## config.mk

```make
export PLATFORM = sky130hd
export DESIGN_NAME = preemptive_priority_scheduler
export DESIGN_NICKNAME = d
export VERILOG_FILES = /design/src/pps_pkg.sv /design/src/preemptive_priority_scheduler.sv /design/src/pps_cell.sv
export SDC_FILE = /design/constraint.sdc
export NUM_CORES = 2
export LEC_CHECK = 0
export BUFFER_PORTS_ARGS = -buffer_cell sky130_fd_sc_hd__buf_2
export CAP_MARGIN = 20
export CELL_PAD_IN_SITES_DETAIL_PLACEMENT = 0
export CELL_PAD_IN_SITES_GLOBAL_PLACEMENT = 2
export CORE_MARGIN = 5
export CORE_UTILIZATION = 45
export CTS_CLUSTER_SIZE = 25
export DETAILED_ROUTE_END_ITERATION = 7
export PLACE_DENSITY = 0.78
export SLEW_MARGIN = 0
export SYNTH_ARGS = -nofsm -noshare
export SYNTH_HDL_FRONTEND = slang
export SYNTH_SLANG_ARGS = --single-unit
```

## constraint.sdc

```tcl
create_clock -name clk -period 12.8 [get_ports clk]
set_clock_uncertainty 0.2 [all_clocks]
set_input_delay 2.56 -clock clk [delete_from_list [all_inputs] [get_ports clk]]
set_output_delay 2.56 -clock clk [all_outputs]
set_load 0.005 [all_outputs]
```

## src/pps_pkg.sv

```systemverilog
// Shared types and constants of the preemptive priority scheduler.
package pps_pkg;

    localparam logic KIND_LOAD = 1'b0;
    localparam logic KIND_TICK = 1'b1;

    localparam logic [31:0] TIME_MAX = 32'hFFFF_FFFF;

    // Saturating count of jobs that still have work: none, one, more than one.
    localparam logic [1:0] ACT_NONE = 2'd0;
    localparam logic [1:0] ACT_ONE  = 2'd1;
    localparam logic [1:0] ACT_MANY = 2'd2;

    // Best candidate so far, handed from cell to cell during a sweep.
    typedef struct packed {
        logic        found;
        logic [7:0]  prio;
        logic [15:0] arrival;
        logic [15:0] burst;
        logic [15:0] remain;
        logic [7:0]  label;
        logic [1:0]  active;
    } tok_t;

    // Command broadcast from the controller to every cell.
    typedef struct packed {
        logic        wr_en;
        logic        dec_en;
        logic [7:0]  label;
        logic [7:0]  prio;
        logic [15:0] arrival;
        logic [15:0] burst;
    } cmd_t;

endpackage

```

## src/preemptive_priority_scheduler.sv

```systemverilog
// Top level: preemptive priority scheduler built as a chain of job-slot cells.
// A load request writes the next free slot. For a tick request the candidate
// passes one cell per cycle down the chain, then the pick is applied and the
// statistics are formed before the result enters the output register.
// Reset (asynchronous, active low) empties the table, clears time and count.
module preemptive_priority_scheduler
    import pps_pkg::*;
#(
    parameter int JOBS = 16
)
(
    input  logic        clk,
    input  logic        rst_n,
    input  logic        in_valid,
    output logic        in_stall,
    input  logic        kind,
    input  logic [7:0]  job_label,
    input  logic [7:0]  priority_req,
    input  logic [15:0] arrival,
    input  logic [15:0] burst,
    output logic        out_valid,
    input  logic        out_stall,
    output logic [31:0] tick_start,
    output logic        idle,
    output logic [7:0]  run_label,
    output logic        finished,
    output logic [31:0] completion_time,
    output logic [31:0] turnaround,
    output logic [31:0] waiting,
    output logic        all_done
);

    localparam int IDX_W = (JOBS > 1) ? $clog2(JOBS) : 1;
    localparam int CNT_W = $clog2(JOBS + 1);

    typedef enum logic [1:0] {
        ST_IDLE,
        ST_SWEEP,
        ST_APPLY,
        ST_FINAL
    } state_t;

    state_t           state_reg;
    logic [IDX_W-1:0] sweep_cnt_reg;
    logic [31:0]      time_reg;
    logic [CNT_W-1:0] jobs_reg;

    // Pick captured at the end of the sweep.
    logic             pick_found_reg;
    logic             pick_fin_reg;
    logic [7:0]       pick_label_reg;
    logic [15:0]      pick_burst_reg;
    logic [31:0]      start_reg;
    logic [31:0]      end_reg;
    logic [31:0]      tat_reg;
    logic             done_reg;

    // Output register; it parts the result from the next request.
    logic             out_valid_reg;
    logic [31:0]      out_start_reg;
    logic             out_idle_reg;
    logic [7:0]       out_label_reg;
    logic             out_fin_reg;
    logic [31:0]      out_ct_reg;
    logic [31:0]      out_tat_reg;
    logic [31:0]      out_wt_reg;
    logic             out_done_reg;

    cmd_t             cmd;
    logic [IDX_W-1:0] cmd_idx;
    tok_t             chain [JOBS+1];
    logic [IDX_W-1:0] chain_idx [JOBS+1];

    logic             accept;
    logic             load_ok;
    tok_t             best;
    logic             best_fin;
    logic [31:0]      end_time;
    logic             out_free;

    assign in_stall = (state_reg != ST_IDLE);
    assign accept   = in_valid && !in_stall;
    assign load_ok  = accept && (kind == KIND_LOAD) &&
                      (jobs_reg < CNT_W'(JOBS)) && (burst != 16'd0);
    assign out_free = !out_valid_reg || !out_stall;

    assign best     = chain[JOBS];
    assign best_fin = best.found && (best.remain == 16'd1);
    assign end_time = (time_reg == TIME_MAX) ? TIME_MAX : time_reg + 32'd1;

    // Writes go to the next free slot; the decrement goes to the picked slot.
    always_comb
    begin
        cmd.wr_en   = load_ok;
        cmd.dec_en  = (state_reg == ST_APPLY) && best.found;
        cmd.label   = job_label;
        cmd.prio    = priority_req;
        cmd.arrival = arrival;
        cmd.burst   = burst;
        if (state_reg == ST_APPLY)
        begin
            cmd_idx = chain_idx[JOBS];
        end
        else
        begin
            cmd_idx = jobs_reg[IDX_W-1:0];
        end
    end

    // The head of the chain always sees an empty candidate, so the tail holds
    // the winner once the token has run through every cell.
    assign chain[0]     = '0;
    assign chain_idx[0] = '0;

    for (genvar g = 0; g < JOBS; g++)
    begin : g_cell
        pps_cell #(
            .IDX_W   (IDX_W),
            .CELL_ID (g)
        ) u_cell (
            .clk        (clk),
            .rst_n      (rst_n),
            .cmd        (cmd),
            .cmd_idx    (cmd_idx),
            .start_time (time_reg),
            .tok_in     (chain[g]),
            .idx_in     (chain_idx[g]),
            .tok_out    (chain[g+1]),
            .idx_out    (chain_idx[g+1])
        );
    end

    always_ff @(posedge clk or negedge rst_n)
    begin
        if (!rst_n)
        begin
            state_reg     <= ST_IDLE;
            sweep_cnt_reg <= '0;
            time_reg      <= '0;
            jobs_reg      <= '0;
            out_valid_reg <= 1'b0;
        end
        else
        begin
            // A new result is presented once the output register is free;
            // otherwise a taken result leaves the register empty.
            if ((state_reg == ST_FINAL) && out_free)
            begin
                out_valid_reg <= 1'b1;
            end
            else if (out_valid_reg && !out_stall)
            begin
                out_valid_reg <= 1'b0;
            end
            unique case (state_reg)
                ST_IDLE:
                begin
                    if (load_ok)
                    begin
                        jobs_reg <= jobs_reg + CNT_W'(1);
                    end
                    if (accept && (kind == KIND_TICK))
                    begin
                        sweep_cnt_reg <= '0;
                        state_reg     <= ST_SWEEP;
                    end
                end
                ST_SWEEP:
                begin
                    sweep_cnt_reg <= sweep_cnt_reg + IDX_W'(1);
                    if (sweep_cnt_reg == IDX_W'(JOBS - 1))
                    begin
                        state_reg <= ST_APPLY;
                    end
                end
                ST_APPLY:
                begin
                    time_reg  <= end_time;
                    state_reg <= ST_FINAL;
                end
                ST_FINAL:
                begin
                    if (out_free)
                    begin
                        state_reg <= ST_IDLE;
                    end
                end
                default:
                begin
                    state_reg <= ST_IDLE;
                end
            endcase
        end
    end

    // Statistics path: the wide subtract against arrival happens while the
    // pick is applied, the compare and subtract against burst as the output is loaded.
    always_ff @(posedge clk)
    begin
        if (state_reg == ST_APPLY)
        begin
            pick_found_reg <= best.found;
            pick_fin_reg   <= best_fin;
            pick_label_reg <= best.label;
            pick_burst_reg <= best.burst;
            start_reg      <= time_reg;
            end_reg        <= end_time;
            tat_reg        <= end_time - {16'd0, best.arrival};
            done_reg       <= (best.active == ACT_NONE) ||
                              ((best.active == ACT_ONE) && best_fin);
        end
        if ((state_reg == ST_FINAL) && out_free)
        begin
            out_start_reg <= start_reg;
            out_idle_reg  <= !pick_found_reg;
            out_label_reg <= pick_found_reg ? pick_label_reg : 8'd0;
            out_fin_reg   <= pick_fin_reg;
            out_ct_reg    <= pick_fin_reg ? end_reg : 32'd0;
            out_tat_reg   <= pick_fin_reg ? tat_reg : 32'd0;
            // Saturated time can leave turnaround below the burst.
            if (pick_fin_reg && (tat_reg >= {16'd0, pick_burst_reg}))
            begin
                out_wt_reg <= tat_reg - {16'd0, pick_burst_reg};
            end
            else
            begin
                out_wt_reg <= 32'd0;
            end
            out_done_reg  <= done_reg;
        end
    end

    assign out_valid       = out_valid_reg;
    assign tick_start      = out_start_reg;
    assign idle            = out_idle_reg;
    assign run_label       = out_label_reg;
    assign finished        = out_fin_reg;
    assign completion_time = out_ct_reg;
    assign turnaround      = out_tat_reg;
    assign waiting         = out_wt_reg;
    assign all_done        = out_done_reg;

endmodule

```

## src/pps_cell.sv

```systemverilog
// One job slot of the scheduler chain, with its stage of the candidate sweep.
module pps_cell
    import pps_pkg::*;
#(
    parameter int IDX_W   = 4,
    parameter int CELL_ID = 0
)
(
    input  logic             clk,
    input  logic             rst_n,
    input  cmd_t             cmd,
    input  logic [IDX_W-1:0] cmd_idx,
    input  logic [31:0]      start_time,
    input  tok_t             tok_in,
    input  logic [IDX_W-1:0] idx_in,
    output tok_t             tok_out,
    output logic [IDX_W-1:0] idx_out
);

    logic             used_reg;
    logic [7:0]       prio_reg;
    logic [15:0]      arrival_reg;
    logic [15:0]      burst_reg;
    logic [15:0]      remain_reg;
    logic [7:0]       label_reg;
    tok_t             tok_reg;
    tok_t             tok_next;
    logic [IDX_W-1:0] idx_reg;
    logic [IDX_W-1:0] idx_next;
    logic             hit;
    logic             active;
    logic             eligible;
    logic             take;

    assign hit      = (cmd_idx == IDX_W'(CELL_ID));
    assign active   = used_reg && (remain_reg != 16'd0);
    assign eligible = active && ({16'd0, arrival_reg} <= start_time);

    // The earlier slot keeps a full tie, so this slot must be strictly better.
    assign take = eligible && (!tok_in.found || (prio_reg < tok_in.prio) ||
                  ((prio_reg == tok_in.prio) && (arrival_reg < tok_in.arrival)));

    always_comb
    begin
        tok_next = tok_in;
        idx_next = idx_in;
        if (take)
        begin
            tok_next.found   = 1'b1;
            tok_next.prio    = prio_reg;
            tok_next.arrival = arrival_reg;
            tok_next.burst   = burst_reg;
            tok_next.remain  = remain_reg;
            tok_next.label   = label_reg;
            idx_next         = IDX_W'(CELL_ID);
        end
        if (active)
        begin
            tok_next.active = (tok_in.active == ACT_NONE) ? ACT_ONE : ACT_MANY;
        end
    end

    always_ff @(posedge clk or negedge rst_n)
    begin
        if (!rst_n)
        begin
            used_reg <= 1'b0;
        end
        else if (cmd.wr_en && hit)
        begin
            used_reg <= 1'b1;
        end
    end

    always_ff @(posedge clk)
    begin
        if (cmd.wr_en && hit)
        begin
            prio_reg    <= cmd.prio;
            arrival_reg <= cmd.arrival;
            burst_reg   <= cmd.burst;
            remain_reg  <= cmd.burst;
            label_reg   <= cmd.label;
        end
        else if (cmd.dec_en && hit)
        begin
            remain_reg <= remain_reg - 16'd1;
        end
        tok_reg <= tok_next;
        idx_reg <= idx_next;
    end

    assign tok_out = tok_reg;
    assign idx_out = idx_reg;

endmodule
```

### After elaboration in Yosys (flattened, before gate mapping)

Cells that the tools add are included.

* bits in writable memories: 0
* bits in registers: 2458
* memories kept: 0
* ROM bits: 0
* latch bits: 0

* multipliers: 0
* divide/modulo/power cells: 0
* eq/ne operators: 40
* shifts and indexed selects: 0
* add/sub/neg operators: 21
* bitwise operators: 1
* muxes and demuxes: 90
* reductions and logical operators: 213
* $lt $le $gt $ge: 48

Operators with widths (number)
* 64-bit two-way mux: 14
* 16-bit by 32-bit <= comparator with 1-bit output: 16
* 16-bit two-way mux: 32
* 16-bit nonzero test: 17
* 16-bit by 1-bit subtractor with 16-bit output (second input constant): 16
* 16-bit less-than comparator: 15
* 8-bit == test: 15
* 8-bit less-than comparator: 15
* 1-bit logical AND: 105
* 2-bit two-way mux: 33
* 65-bit two-way mux: 1
* 32-bit by 16-bit subtractor with 32-bit output: 2
* 56-bit two-way mux: 1
* 2-bit nonzero test: 19
* 4-bit == test (second input constant): 9
* 2-bit zero test: 17
* 32-bit by 1-bit adder with 32-bit output (second input constant): 1
* 32-bit == test (second input constant): 1
* 32-bit by 16-bit >= comparator with 1-bit output: 1
* 1-bit logical OR: 32
* 32-bit two-way mux: 1
* 1-bit zero test: 19
* 16-bit by 1-bit == test with 1-bit output (second input constant): 1
* 4-bit by 3-bit == test with 1-bit output (second input constant): 4
* 16 further kinds: 26

### Depth between registers and ports, before layout

* word-level depth: 8
* depth in mapped cells: 17
* mapped depth without buffers: 16

### By module

A second synthesis with hierarchy kept.

* cells, all modules: 9328
* area total of the unflattened synthesis: 113068.4 µm²

Modules (own cells, without submodules)
* pps_cell (g_cell[10].u_cell ...): sequential area each 3368.2 µm², cells each 439, area an instance 5746.8 µm², times used 8
* pps_cell (g_cell[1].u_cell ...): sequential area each 3368.2 µm², cells each 753, area an instance 7572.3 µm², times used 4
* preemptive_priority_scheduler: sequential area each 8968.6 µm², cells each 1047, area an instance 13835.8 µm², times used 1
* pps_cell (g_cell[12].u_cell ...): sequential area each 3368.2 µm², cells each 439, area an instance 5741.8 µm², times used 2
* pps_cell (g_cell[0].u_cell): sequential area each 3368.2 µm², cells each 439, area an instance 5743.0 µm², times used 1
* pps_cell (g_cell[15].u_cell): sequential area each 3368.2 µm², cells each 440, area an instance 5743.0 µm², times used 1

### Worst setup path after synthesis

No wires, ideal clock.

* kind: input port to flip-flop
* from: in out_stall
* to: reg out_done_reg, in the netlist all_done (enable)
* data required time: 11.750 ns
* path slack: -0.810 ns
* arrival: 12.560 ns
* cell stages on the path: 1
* cells stage by stage: a21boi_0

* longest elaborated chain between the ends: 3

RTL lines
* start, declared: RTL line preemptive_priority_scheduler.sv:22 `input logic out_stall,`
* 1-bit zero test: RTL line preemptive_priority_scheduler.sv:85 `assign out_free = !out_valid_reg || !out_stall;`
* 1-bit logical OR: RTL line preemptive_priority_scheduler.sv:85
* 1-bit logical AND: RTL line preemptive_priority_scheduler.sv:212 `if ((state_reg == ST_FINAL) && out_free)`
* end signal, assigned: RTL line preemptive_priority_scheduler.sv:229 `out_done_reg <= done_reg;`
* end, declared: RTL line preemptive_priority_scheduler.sv:67 `logic out_done_reg;`

Every way passes these cells.
A chain may end at the register's enable or synchronous reset.

### Worst setup path after layout

* from: reg time_reg[0]
* to: reg tat_reg[28] (data pin)

* longest elaborated chain between the ends: 3
* elaborated cells on any way between the ends: 4

RTL lines
* start, declared: RTL line preemptive_priority_scheduler.sv:45 `logic [31:0] time_reg;`
* start signal, assigned: RTL line preemptive_priority_scheduler.sv:178 `time_reg <= end_time;`
* 32-bit by 1-bit adder with 32-bit output or 32-bit == test (tied branches): RTL line preemptive_priority_scheduler.sv:89 `assign end_time = (time_reg == TIME_MAX) ? TIME_MAX : time_reg + 32'd1;`
* 32-bit two-way mux *: RTL line preemptive_priority_scheduler.sv:89
* net end_time[4]: RTL line preemptive_priority_scheduler.sv:78 `logic [31:0] end_time;`
* 32-bit by 16-bit subtractor with 32-bit output *: RTL line preemptive_priority_scheduler.sv:208 `tat_reg <= end_time - {16'd0, best.arrival};`
* end signal, assigned: RTL line preemptive_priority_scheduler.sv:208
* end, declared: RTL line preemptive_priority_scheduler.sv:55 `logic [31:0] tat_reg;`

Mark *: on every way through the listed nets, which the timed path passes. The rest lies on a longest branch.

==> metrics.txt <==
CTS root buffer=clkbuf_16; initial antenna violation count=6; Die ar.=234000 um2; CTS Hold Bufs=0; Startpoint Class=register; library cells used by synthesis=90; final-report setup violation count=0; CTS H-tree depth=5; metal2 WL=100000 um; Seq cells post-synth=2458; Die Ht=483 um; Fin Setup TNS=0 ns; die width=483 um; Setup crit end=tat_reg[28]; multiplexer area fraction after synthesis=0.110; flop2flop setup slack=7.06 ns; worst-skew pair later-pin latency=0.91 ns; FILL cells=19027; post-synthesis adder-cell area fraction=0.0819; Hold WS=0.190 ns; largest family of logic cells by synthesized area=multiplexers; largest net degree at the start of global routing=87; DRT met1 WL=108000 um; # Max-Cap Violations=0; Critical path origin=time_reg[0]; first-pass GRT wire length=349000 um; syn_nets=8313; fmax=174 MHz; register area share after synthesis=0.619; FP Rows=173; xor-xnor portion of the synthesized cell area=0.0224; Clk pin slew, worst setup/hold paths=0.06 ns; crit path DAT=6.13 ns; Post-synth ARST share=0.0244; Crit Path Class=reg -> reg; highest metal used=met4; Via density=5.10; Placement Cell Area=106000 um2; Primary FF master, synth=edfxtp_1; IO Port Bufs=193; Rel. slew slack=0.331; Nets=8679; final hold vios=0; Post-synth top cells=edfxtp_1, dfxtp_1, mux2_2, ha_1, nor2_1; synth warn=0; ratio of cells with drive above 1 in the final layout=0.213; largest area contributor in the netlist=edfxtp_1; max FFs per register=1063; post-CTS resize count=0; crit end category=register; path depth of the worst reg2reg path=16; final critical-path required period=5.74 ns; RSZ-0062 raised after global routing=false; antenna viol nets, final=0; Hold Crit Class=reg -> reg; GRT Overall Usage=0.190; DR DRC count=0; Congestion Overflow GR=0; Post-synth EDFFs=1286; share of Yosys cell area claimed by the top area cell type=0.383; Setup Buffers After CTS=0; Inserted Clock Buffers=279; synth top area cells=edfxtp_1, dfxtp_1, mux2_2; Finished Cell Area=115000 um2; CTS Buffer Depth=4; cell leakage power=0.0449 uW; Area Overhead vs Synth=13.8%; peak supply drop=147 uV; Synth Instances=7601; core box area=223000 um2; wirelength, routed=224000 um; via count=56826; status=finished clean; Starting Density=0.453; Final Total Pwr=26600 uW; RR Endpoint=tat_reg[28]; WP data required=13.19 ns; simple-gate share of the synthesized area=0.0777; Routability Congestion=0.836; period utilization=0.448; routed len/inst=20.1 um; DR pass1 iterations=5; max-slew violations=0; vias in the first global route=58668; DPL Wire Length=158000 um; CTS tree=yes; worst-path fanout max=23; compound-gate portion of the synthesized area=0.0615; actual slew at the worst max-slew pin=1.00 ns; met3 wire length=8650 um; Mapped Area=101000 um2; CTS Sinks=2458; most numerous cell in the Yosys netlist=edfxtp_1; pwr/cell area=232 nW/um2; Syn Area/Cell=13.3 um2; Iteration-0 DRC Markers=3557; # IOs=194; R2R Path Start=time_reg[0]
layout make-up:
cell class / count / area, um2 / share of cell area
Sequential cell: 2458 / 62400 / 0.544
Multi-Input combinational cell: 4419 / 35800 / 0.312
Clock buffer: 389 / 7970 / 0.0694
Tap cell: 2975 / 3720 / 0.0325
Timing Repair Buffer: 311 / 2090 / 0.0182
Inverter: 498 / 1870 / 0.0163
Clock inverter: 92 / 846 / 0.00737
Antenna cell: 4 / 10.0 / 0.0000873
cells by family after synthesis:
family | count (synthesis)
AND/OR/NAND/NOR | 1524
adder cells (fa/ha/maj) | 659
buffers and inverters | 724
AO/OA/AOI/OAI | 994
XOR/XNOR | 258
multiplexers | 984
flip-flops | 2458
cell usage in the layout (no fill, tap or decap), types with 61 or more instances in the layout:
cell,count
nand4_1,95
clkbuf_1,62
xor2_1,86
nor4_1,61
nor2b_1,62
nand2b_1,97
nand3_1,68
nor2_1,501
buf_4,106
edfxtp_1,1286
xnor2_1,172
and2_1,154
inv_1,485
ha_1,656
dfxtp_1,1112
a21oi_1,404
mux2_2,953
a21o_1,148
nand2_1,213
buf_2,192
clkbuf_16,287
o21ai_0,148
nor3_1,82
worst max-delay path, stage by stage (launching register included):
cell and delay, ns:
dfrtp_1 0.32, buf_4 0.37, ha_1 0.33, nand4_2 0.28
nor2_1 0.41, nand4b_1 0.61, o21ai_0 0.44, ha_1 0.38
a21oi_1 0.18, o22ai_1 0.14, o311ai_0 0.50, a21oi_1 0.20
a221oi_1 0.35, buf_4 0.24, nor3b_2 0.29, nand2_1 0.11
xnor2_1 0.13
how the worst min path moves through the flow:
stage / start / depth (start not counted) / end / slack [ns]
3_3_place_gp: g_cell[15].u_cell.tok_out[40] / 0 / pick_burst_reg[14] / 0.19
2_1_floorplan: g_cell[15].u_cell.tok_out[26] / 0 / pick_burst_reg[0] / 0.19
3_5_place_dp: g_cell[15].u_cell.tok_out[7] / 0 / pick_label_reg[5] / 0.19
4_1_cts: start_reg[8] / 0 / tick_start[8] / 0.20
6_report: g_cell[15].u_cell.tok_out[7] / 0 / pick_label_reg[5] / 0.19
5_1_grt: start_reg[8] / 0 / tick_start[8] / 0.21
power breakdown:
group | internal [uW] | switching [uW]
Clock | 4620 | 3010
Sequential | 10800 | 996
Combinational | 3490 | 3690
metal layers:
metal  track usage  vias up
li1              -    28201
met1         0.268    27087
met2         0.300     1105
met3        0.0275      433
met4        0.0655        0
met5             0        -
per-stage QoR:
stage | std cells | setup WS (ns) | util
after CTS | 11130 | 7.07 | 0.514
final | 11146 | 7.06 | 0.515
after detailed placement | 10649 | 6.40 | 0.474
after global placement | 10648 | 6.39 | 0.474
after floorplan | 7601 | 3.13 | -
after global routing | 11145 | 6.77 | 0.515
No activity file was read; power rests on OpenSTA's default activity.
